File: config.mk
export PLATFORM = sky130hd
export DESIGN_NAME = button_debounce_press_classifier_unit
export DESIGN_NICKNAME = d
export VERILOG_FILES = /design/src/sv/bdpc_pkg.sv /design/src/sv/button_debounce_press_classifier_unit.sv /design/src/sv/bdpc_tick.sv
export SDC_FILE = /design/constraint.sdc
export NUM_CORES = 1
export LEC_CHECK = 0
export BUFFER_PORTS_ARGS = -buffer_cell sky130_fd_sc_hd__buf_2
export CAP_MARGIN = 15
export CORE_UTILIZATION = 45
export DETAILED_ROUTE_END_ITERATION = 10
export MAX_ROUTING_LAYER = met4
export SYNTH_ARGS = -nofsm -noshare
export SYNTH_HDL_FRONTEND = slang
export SYNTH_SLANG_ARGS = --single-unit
File: constraint.sdc
create_clock -name i_clk -period 5.21 [get_ports i_clk]
set_clock_uncertainty 0.2 [all_clocks]
set_input_delay 0 -clock i_clk [delete_from_list [all_inputs] [get_ports i_clk]]
set_output_delay 0 -clock i_clk [all_outputs]
set_load 0.1 [all_outputs]
File: src/sv/bdpc_pkg.sv
`default_nettype none

package bdpc_pkg;

    // configuration register width and reset values
    localparam int unsigned CFG_W = 16;
    localparam logic [CFG_W-1:0] DEBOUNCE_TICKS_RST = 16'd50;
    localparam logic [CFG_W-1:0] LONG_PRESS_TICKS_RST = 16'd1000;

    // default width of the tick counters
    localparam int unsigned COUNT_WIDTH_DEF = 16;

    // configuration register indexes
    localparam int unsigned CFG_IDX_W = 1;
    localparam logic [CFG_IDX_W-1:0] REG_DEBOUNCE_TICKS = 1'b0;
    localparam logic [CFG_IDX_W-1:0] REG_LONG_PRESS_TICKS = 1'b1;

    // per-tick result flags
    typedef struct packed {
        logic short_press;
        logic long_press;
        logic release_res;
        logic stable_level;
    } t_flags;

endpackage

`default_nettype wire

File: src/sv/button_debounce_press_classifier_unit.sv
// Button debounce and press classifier.
// Input channel (i_valid / o_ready, i_pin_level): one beat per timebase tick
// carrying the raw active-low button level.
// Output channel (o_valid / i_ready): one beat per input beat with the flags
// short press, long press, release and the debounced level after that tick.
// Latency: the result beat is valid on the cycle after the input beat is taken.
// Throughput: one beat per cycle while the receiver keeps i_ready high; the
// single output register is refilled in the same cycle it is drained, so
// o_ready stays high while the receiver takes each result.
// When the receiver stalls, the pending result holds and o_ready drops until it
// is taken; the tick state advances only on accepted input beats.
// Configuration: i_cfg_we writes i_cfg_data to register i_cfg_idx
// (0 debounce ticks, 1 long-press ticks) in that cycle; write only while idle.
// Reset (synchronous, active low): debounce ticks 50, long-press ticks 1000,
// level released, both tick counters cleared, output register empty.
`default_nettype none

module button_debounce_press_classifier_unit #(
    parameter int unsigned COUNT_WIDTH = bdpc_pkg::COUNT_WIDTH_DEF
) (
    input  wire logic                            i_clk,
    input  wire logic                            i_rst_n,
    input  wire logic                            i_valid,
    output logic                                 o_ready,
    input  wire logic                            i_pin_level,
    output logic                                 o_valid,
    input  wire logic                            i_ready,
    output logic                                 o_short_press,
    output logic                                 o_long_press,
    output logic                                 o_release_res,
    output logic                                 o_stable_level,
    input  wire logic                            i_cfg_we,
    input  wire logic [bdpc_pkg::CFG_IDX_W-1:0]  i_cfg_idx,
    input  wire logic [bdpc_pkg::CFG_W-1:0]      i_cfg_data
);

    logic [bdpc_pkg::CFG_W-1:0] r_debounce_ticks;
    logic [bdpc_pkg::CFG_W-1:0] r_long_press_ticks;
    logic                       r_valid;
    bdpc_pkg::t_flags           r_flags;
    bdpc_pkg::t_flags           n_flags;
    logic                       step;

    // configuration registers
    always_ff @(posedge i_clk) begin
        if (!i_rst_n) begin
            r_debounce_ticks   <= bdpc_pkg::DEBOUNCE_TICKS_RST;
            r_long_press_ticks <= bdpc_pkg::LONG_PRESS_TICKS_RST;
        end else if (i_cfg_we) begin
            case (i_cfg_idx)
                bdpc_pkg::REG_DEBOUNCE_TICKS:   r_debounce_ticks   <= i_cfg_data;
                bdpc_pkg::REG_LONG_PRESS_TICKS: r_long_press_ticks <= i_cfg_data;
                default: ;
            endcase
        end
    end

    // input beat taken when the output register is free or draining
    assign o_ready = !r_valid || i_ready;
    assign step    = i_valid && o_ready;

    bdpc_tick #(
        .COUNT_WIDTH(COUNT_WIDTH)
    ) u_tick (
        .i_clk              (i_clk),
        .i_rst_n            (i_rst_n),
        .i_step             (step),
        .i_pin_level        (i_pin_level),
        .i_debounce_ticks   (r_debounce_ticks),
        .i_long_press_ticks (r_long_press_ticks),
        .o_flags            (n_flags)
    );

    // output register
    always_ff @(posedge i_clk) begin
        if (!i_rst_n) begin
            r_valid <= 1'b0;
        end else if (o_ready) begin
            r_valid <= i_valid;
        end
    end

    always_ff @(posedge i_clk) begin
        if (step) begin
            r_flags <= n_flags;
        end
    end

    assign o_valid        = r_valid;
    assign o_short_press  = r_flags.short_press;
    assign o_long_press   = r_flags.long_press;
    assign o_release_res  = r_flags.release_res;
    assign o_stable_level = r_flags.stable_level;

    // a short press only comes with a release
    a_short_needs_release: assert property (@(posedge i_clk) disable iff (!i_rst_n)
        (o_valid && o_short_press) |-> o_release_res)
        else $error("short press without release");

    // a release leaves the level released
    a_release_level: assert property (@(posedge i_clk) disable iff (!i_rst_n)
        (o_valid && o_release_res) |-> o_stable_level)
        else $error("release with pressed level");

    // a long press only fires while pressed
    a_long_level: assert property (@(posedge i_clk) disable iff (!i_rst_n)
        (o_valid && o_long_press) |-> !o_stable_level)
        else $error("long press with released level");

    // a taken input beat always yields a result beat next cycle
    a_step_result: assert property (@(posedge i_clk) disable iff (!i_rst_n)
        (i_valid && o_ready) |=> o_valid)
        else $error("result beat missing");

endmodule

`default_nettype wire

File: src/sv/bdpc_tick.sv
`default_nettype none

module bdpc_tick #(
    parameter int unsigned COUNT_WIDTH = bdpc_pkg::COUNT_WIDTH_DEF
) (
    input  wire logic                        i_clk,
    input  wire logic                        i_rst_n,
    input  wire logic                        i_step,
    input  wire logic                        i_pin_level,
    input  wire logic [bdpc_pkg::CFG_W-1:0]  i_debounce_ticks,
    input  wire logic [bdpc_pkg::CFG_W-1:0]  i_long_press_ticks,
    output bdpc_pkg::t_flags                 o_flags
);

    localparam int unsigned CMP_W =
        (COUNT_WIDTH > bdpc_pkg::CFG_W) ? COUNT_WIDTH : bdpc_pkg::CFG_W;

    logic                   r_previous_raw, n_previous_raw;
    logic                   r_debounced, n_debounced;
    logic [COUNT_WIDTH-1:0] r_change_age, n_change_age;
    logic [COUNT_WIDTH-1:0] r_press_age, n_press_age;
    logic                   r_long_fired, n_long_fired;

    logic [COUNT_WIDTH-1:0] press_inc;
    logic                   accept_level;

    // one tick of the debounce and press classification
    always_comb begin
        n_previous_raw = i_pin_level;
        n_debounced    = r_debounced;
        n_long_fired   = r_long_fired;
        o_flags        = '0;

        // change age restarts on a raw edge, otherwise saturating count
        if (i_pin_level != r_previous_raw) begin
            n_change_age = '0;
        end else if (r_change_age == {COUNT_WIDTH{1'b1}}) begin
            n_change_age = r_change_age;
        end else begin
            n_change_age = r_change_age + COUNT_WIDTH'(1);
        end

        if (r_press_age == {COUNT_WIDTH{1'b1}}) begin
            press_inc = r_press_age;
        end else begin
            press_inc = r_press_age + COUNT_WIDTH'(1);
        end
        n_press_age = press_inc;

        accept_level = (CMP_W'(n_change_age) > CMP_W'(i_debounce_ticks))
                       && (i_pin_level != r_debounced);

        // accepted level change: press restarts the age, release classifies
        if (accept_level) begin
            n_debounced = i_pin_level;
            if (!i_pin_level) begin
                n_press_age  = '0;
                n_long_fired = 1'b0;
            end else begin
                o_flags.short_press = !r_long_fired
                    && (CMP_W'(press_inc) < CMP_W'(i_long_press_ticks));
                o_flags.release_res = 1'b1;
            end
        end

        // long press fires once per held press
        if (!n_debounced && !n_long_fired
            && (CMP_W'(n_press_age) >= CMP_W'(i_long_press_ticks))) begin
            o_flags.long_press = 1'b1;
            n_long_fired       = 1'b1;
        end

        o_flags.stable_level = n_debounced;
    end

    // state advances once per accepted beat
    always_ff @(posedge i_clk) begin
        if (!i_rst_n) begin
            r_previous_raw <= 1'b1;
            r_debounced    <= 1'b1;
            r_change_age   <= '0;
            r_press_age    <= '0;
            r_long_fired   <= 1'b0;
        end else if (i_step) begin
            r_previous_raw <= n_previous_raw;
            r_debounced    <= n_debounced;
            r_change_age   <= n_change_age;
            r_press_age    <= n_press_age;
            r_long_fired   <= n_long_fired;
        end
    end

endmodule

`default_nettype wire
==> qor.txt <==
DRT iter0 DRCs -> 196
Outcome -> complete, no violations
CTS H-tree depth -> 3
Slew HR -> 0.275
Synth warnings -> 0
Drt pass-1 iters -> 6
CTS max path bufs -> 2
Drt wl/cell -> 16.3 µm
Drt via density -> 5.60
Layout cells sized above 1 -> 0.0947
Pleak -> 2.23 nW
Synth cell types -> 57
Avg Synthesized Cell Area -> 7.75 µm²
Worst setup path class -> flop to flop
Initial Utilization -> 0.462
Die ar. -> 11000 µm²
Clk_lat worst skew -> 0.37 ns
Finished Core Util -> 0.536
Initial antenna violation count -> 0
Setup_tns -> 0 ns
IO Pins -> 29
# DRC -> 0
Pre-CTS setup slack -> 0.264 ns
R2r endpoint -> o_long_press
Post-Syn Instances -> 612
Post-synth EDFFs -> 4
First-pass GRT wire length -> 21.3 mm
Cell accounting for the most synthesized area -> dfxtp_1
R2r setup slk -> 0.37 ns
Worst Setup End Kind -> flop
Top_reg_cell synth -> dfxtp_1
IO buf count -> 28
Area of placed instances -> 5010 µm²
Worst-margin pin slew -> 1.09 ns
Worst min-delay path category -> primary input to flop
Max Fclk -> 207 MHz
Post-Syn Area -> 4740 µm²
Hold path startpoint -> i_cfg_we
Post-route minimum period -> 4.84 ns
Drt total wl -> 13.1 mm
Worst R2R Start -> u_tick.r_change_age[0]
Final hold vios -> 0
Sequential share of the synthesized area -> 0.312
All-Layer GR Usage -> 0.257
CTS tree -> done
Worst endpoint required time -> 5.14 ns
Vias in the first global route -> 4207
Most common cell in the netlist -> nand2_1
Cell Rows -> 37
Top cells by count, synth -> nand2_1, dfxtp_1, a21oi_1, ha_1, inv_1
Yosys top cell area share -> 0.287
Area contributors post-synth -> dfxtp_1, ha_1, nand2_1, a21oi_1, inv_1
Clk pin slew, worst setup/hold paths -> 0.09 ns
Power per cell area -> 230 nW/µm²
Detail Placement HPWL -> 9.51 mm
Max VDD drop -> 0.000143 V
Ant diodes -> 0
Antenna Nets Post-Route -> 0
Via count of the routed design -> 4487
Core area -> 10300 µm²
Die Span Y -> 105 µm
Hold path endpoint -> r_long_press_ticks[15]
Reg2Reg Depth -> 20
Worst setup SP type -> flop
Final instance area -> 5510 µm²
Area Growth Syn to Fin -> 16.1%
Routability cong. -> 0.898
Slew Viols, Final -> 0
Critical Path AT -> 4.77 ns
Max-cap viol count -> 0
Async S/R FF share, synth -> 0
CP Max Fanout -> 5
Final setup fails -> 0
Syn nets -> 684
RSZ-0062 raised after global routing -> false
Chip width -> 105 µm
Cts bufs inserted -> 9
Final net count -> 733
Hold Path Depth -> 4
Sink Count -> 72
Gr ovfl total -> 0
Crit path setup slack, layout -> 0.372 ns
FF+latch count, synth -> 72
Tot Pwr -> 1.27 mW
Post-route clock period utilization -> 0.929
Largest net degree at the start of global routing -> 42
Clk root buf -> clkbuf_8
-- cell type report --
type	instances	area [µm²]
multi-input cells	471	3000
well taps	136	170
clock inverters	5	62.6
fillers	1031	4770
flip-flops and latches	72	1480
inverters	43	161
clock buffers	10	149
repair buffers	64	480
-- power breakdown --
part	switching [mW]	internal, mW
clock network	0.241	0.251
registers	0.0115	0.573
logic	0.121	0.0682
-- through the flow --
step	hold slack [ns]	cells
2_1_floorplan	-0.0705	612
3_3_place_gp	0.0456	758
3_5_place_dp	0.0520	758
4_1_cts	0.0160	801
5_1_grt	0.0716	801
6_report	0.0352	801
-- cells by family (layout without fill, tap and decap cells) --
logic type | count (synthesis) | after routing | share of synthesized area
flip-flops | 72 | 72 | 0.312
AND/OR/NAND/NOR | 254 | 254 | 0.262
AO/OA/AOI/OAI | 137 | 137 | 0.181
multiplexers | 6 | 6 | 0.0132
XOR/XNOR | 25 | 25 | 0.0462
adder cells (fa/ha/maj) | 49 | 49 | 0.129
buffers and inverters | 69 | 122 | 0.0559
-- metal layers --
| metal | up-vias | part of all wire | global-route usage |
|---|---|---|---|
| li1 | 2261 | - | - |
| met1 | 2094 | 0.48 | 0.331 |
| met2 | 107 | 0.45 | 0.403 |
| met3 | 25 | 0.047 | 0.0424 |
| met4 | 0 | 0.024 | 0.102 |
| met5 | - | 0 | - |
-- flip-flops by register name (all words and copies together) (netlist names) --
register               count
o_stable_level             1
r_long_press_ticks        16
u_tick.r_debounced         1
o_short_press              1
o_release_res              1
u_tick.r_long_fired        1
o_valid                    1
r_debounce_ticks          16
u_tick.r_press_age        16
u_tick.r_previous_raw      1
u_tick.r_change_age       16
o_long_press               1
-- critical path: stages, from the launching register on --
cell,delay (ns)
dfxtp_1,0.37
ha_1,0.26
and3_1,0.21
and4_1,0.26
a21oi_2,0.24
nand4_1,0.19
xor2_1,0.18
nor2_1,0.06
ha_1,0.30
nand4_1,0.18
or4_4,0.58
nand2_2,0.09
a31oi_2,0.05
or2_2,0.32
ha_1,0.26
nand2b_1,0.13
a211oi_1,0.23
o21ai_0,0.11
o2111ai_1,0.10
a21oi_1,0.11
and2_1,0.16
-- repair_timing --
item / 4_1_cts / 5_1_grt
endpoints found under the setup margin: 0 / 2
hold buffers: 28 / 0
endpoints found under the hold margin: 42 / 0
gates resized for setup: 0 / 2
setup buffers: 0 / 0
-- worst max path at each step --
stage	endpoint	start	slack, ns
floorplan	o_long_press	u_tick.r_change_age[6]	0.61
global placement	o_long_press	u_tick.r_change_age[0]	0.44
detailed placement	o_long_press	u_tick.r_change_age[0]	0.26
CTS	o_long_press	u_tick.r_change_age[0]	0.25
global route	o_long_press	u_tick.r_change_age[0]	0.04
finish	o_long_press	u_tick.r_change_age[0]	0.37
-- layout by cell type, fill, tap and decap left out, types with 3 or more instances in the layout --
master / netlist / layout
a21oi_1: 55 / 55
a31oi_1: 7 / 7
o31ai_1: 6 / 6
o21a_1: 3 / 3
dfxtp_1: 68 / 68
edfxtp_1: 4 / 4
xnor2_1: 13 / 13
or3_1: 8 / 8
nand3_1: 22 / 22
or4_1: 4 / 4
buf_2: 5 / 28
o2bb2ai_1: 4 / 4
mux2i_1: 4 / 4
xor2_1: 12 / 12
buf_4: 0 / 8
nor3_1: 17 / 17
nor2_1: 38 / 38
and2_1: 11 / 11
and3_1: 4 / 4
a311oi_1: 3 / 3
nand2_1: 98 / 98
inv_1: 42 / 42
o211ai_1: 14 / 14
dlygate4sd3_1: 0 / 28
o21ai_0: 23 / 23
nor2b_1: 13 / 13
and4_1: 4 / 4
nand4_1: 14 / 14
ha_1: 49 / 49
clkbuf_8: 0 / 9
a21o_1: 3 / 3
nor4_1: 4 / 4
nand2b_1: 5 / 5
Power figures use the tool's default switching activity.
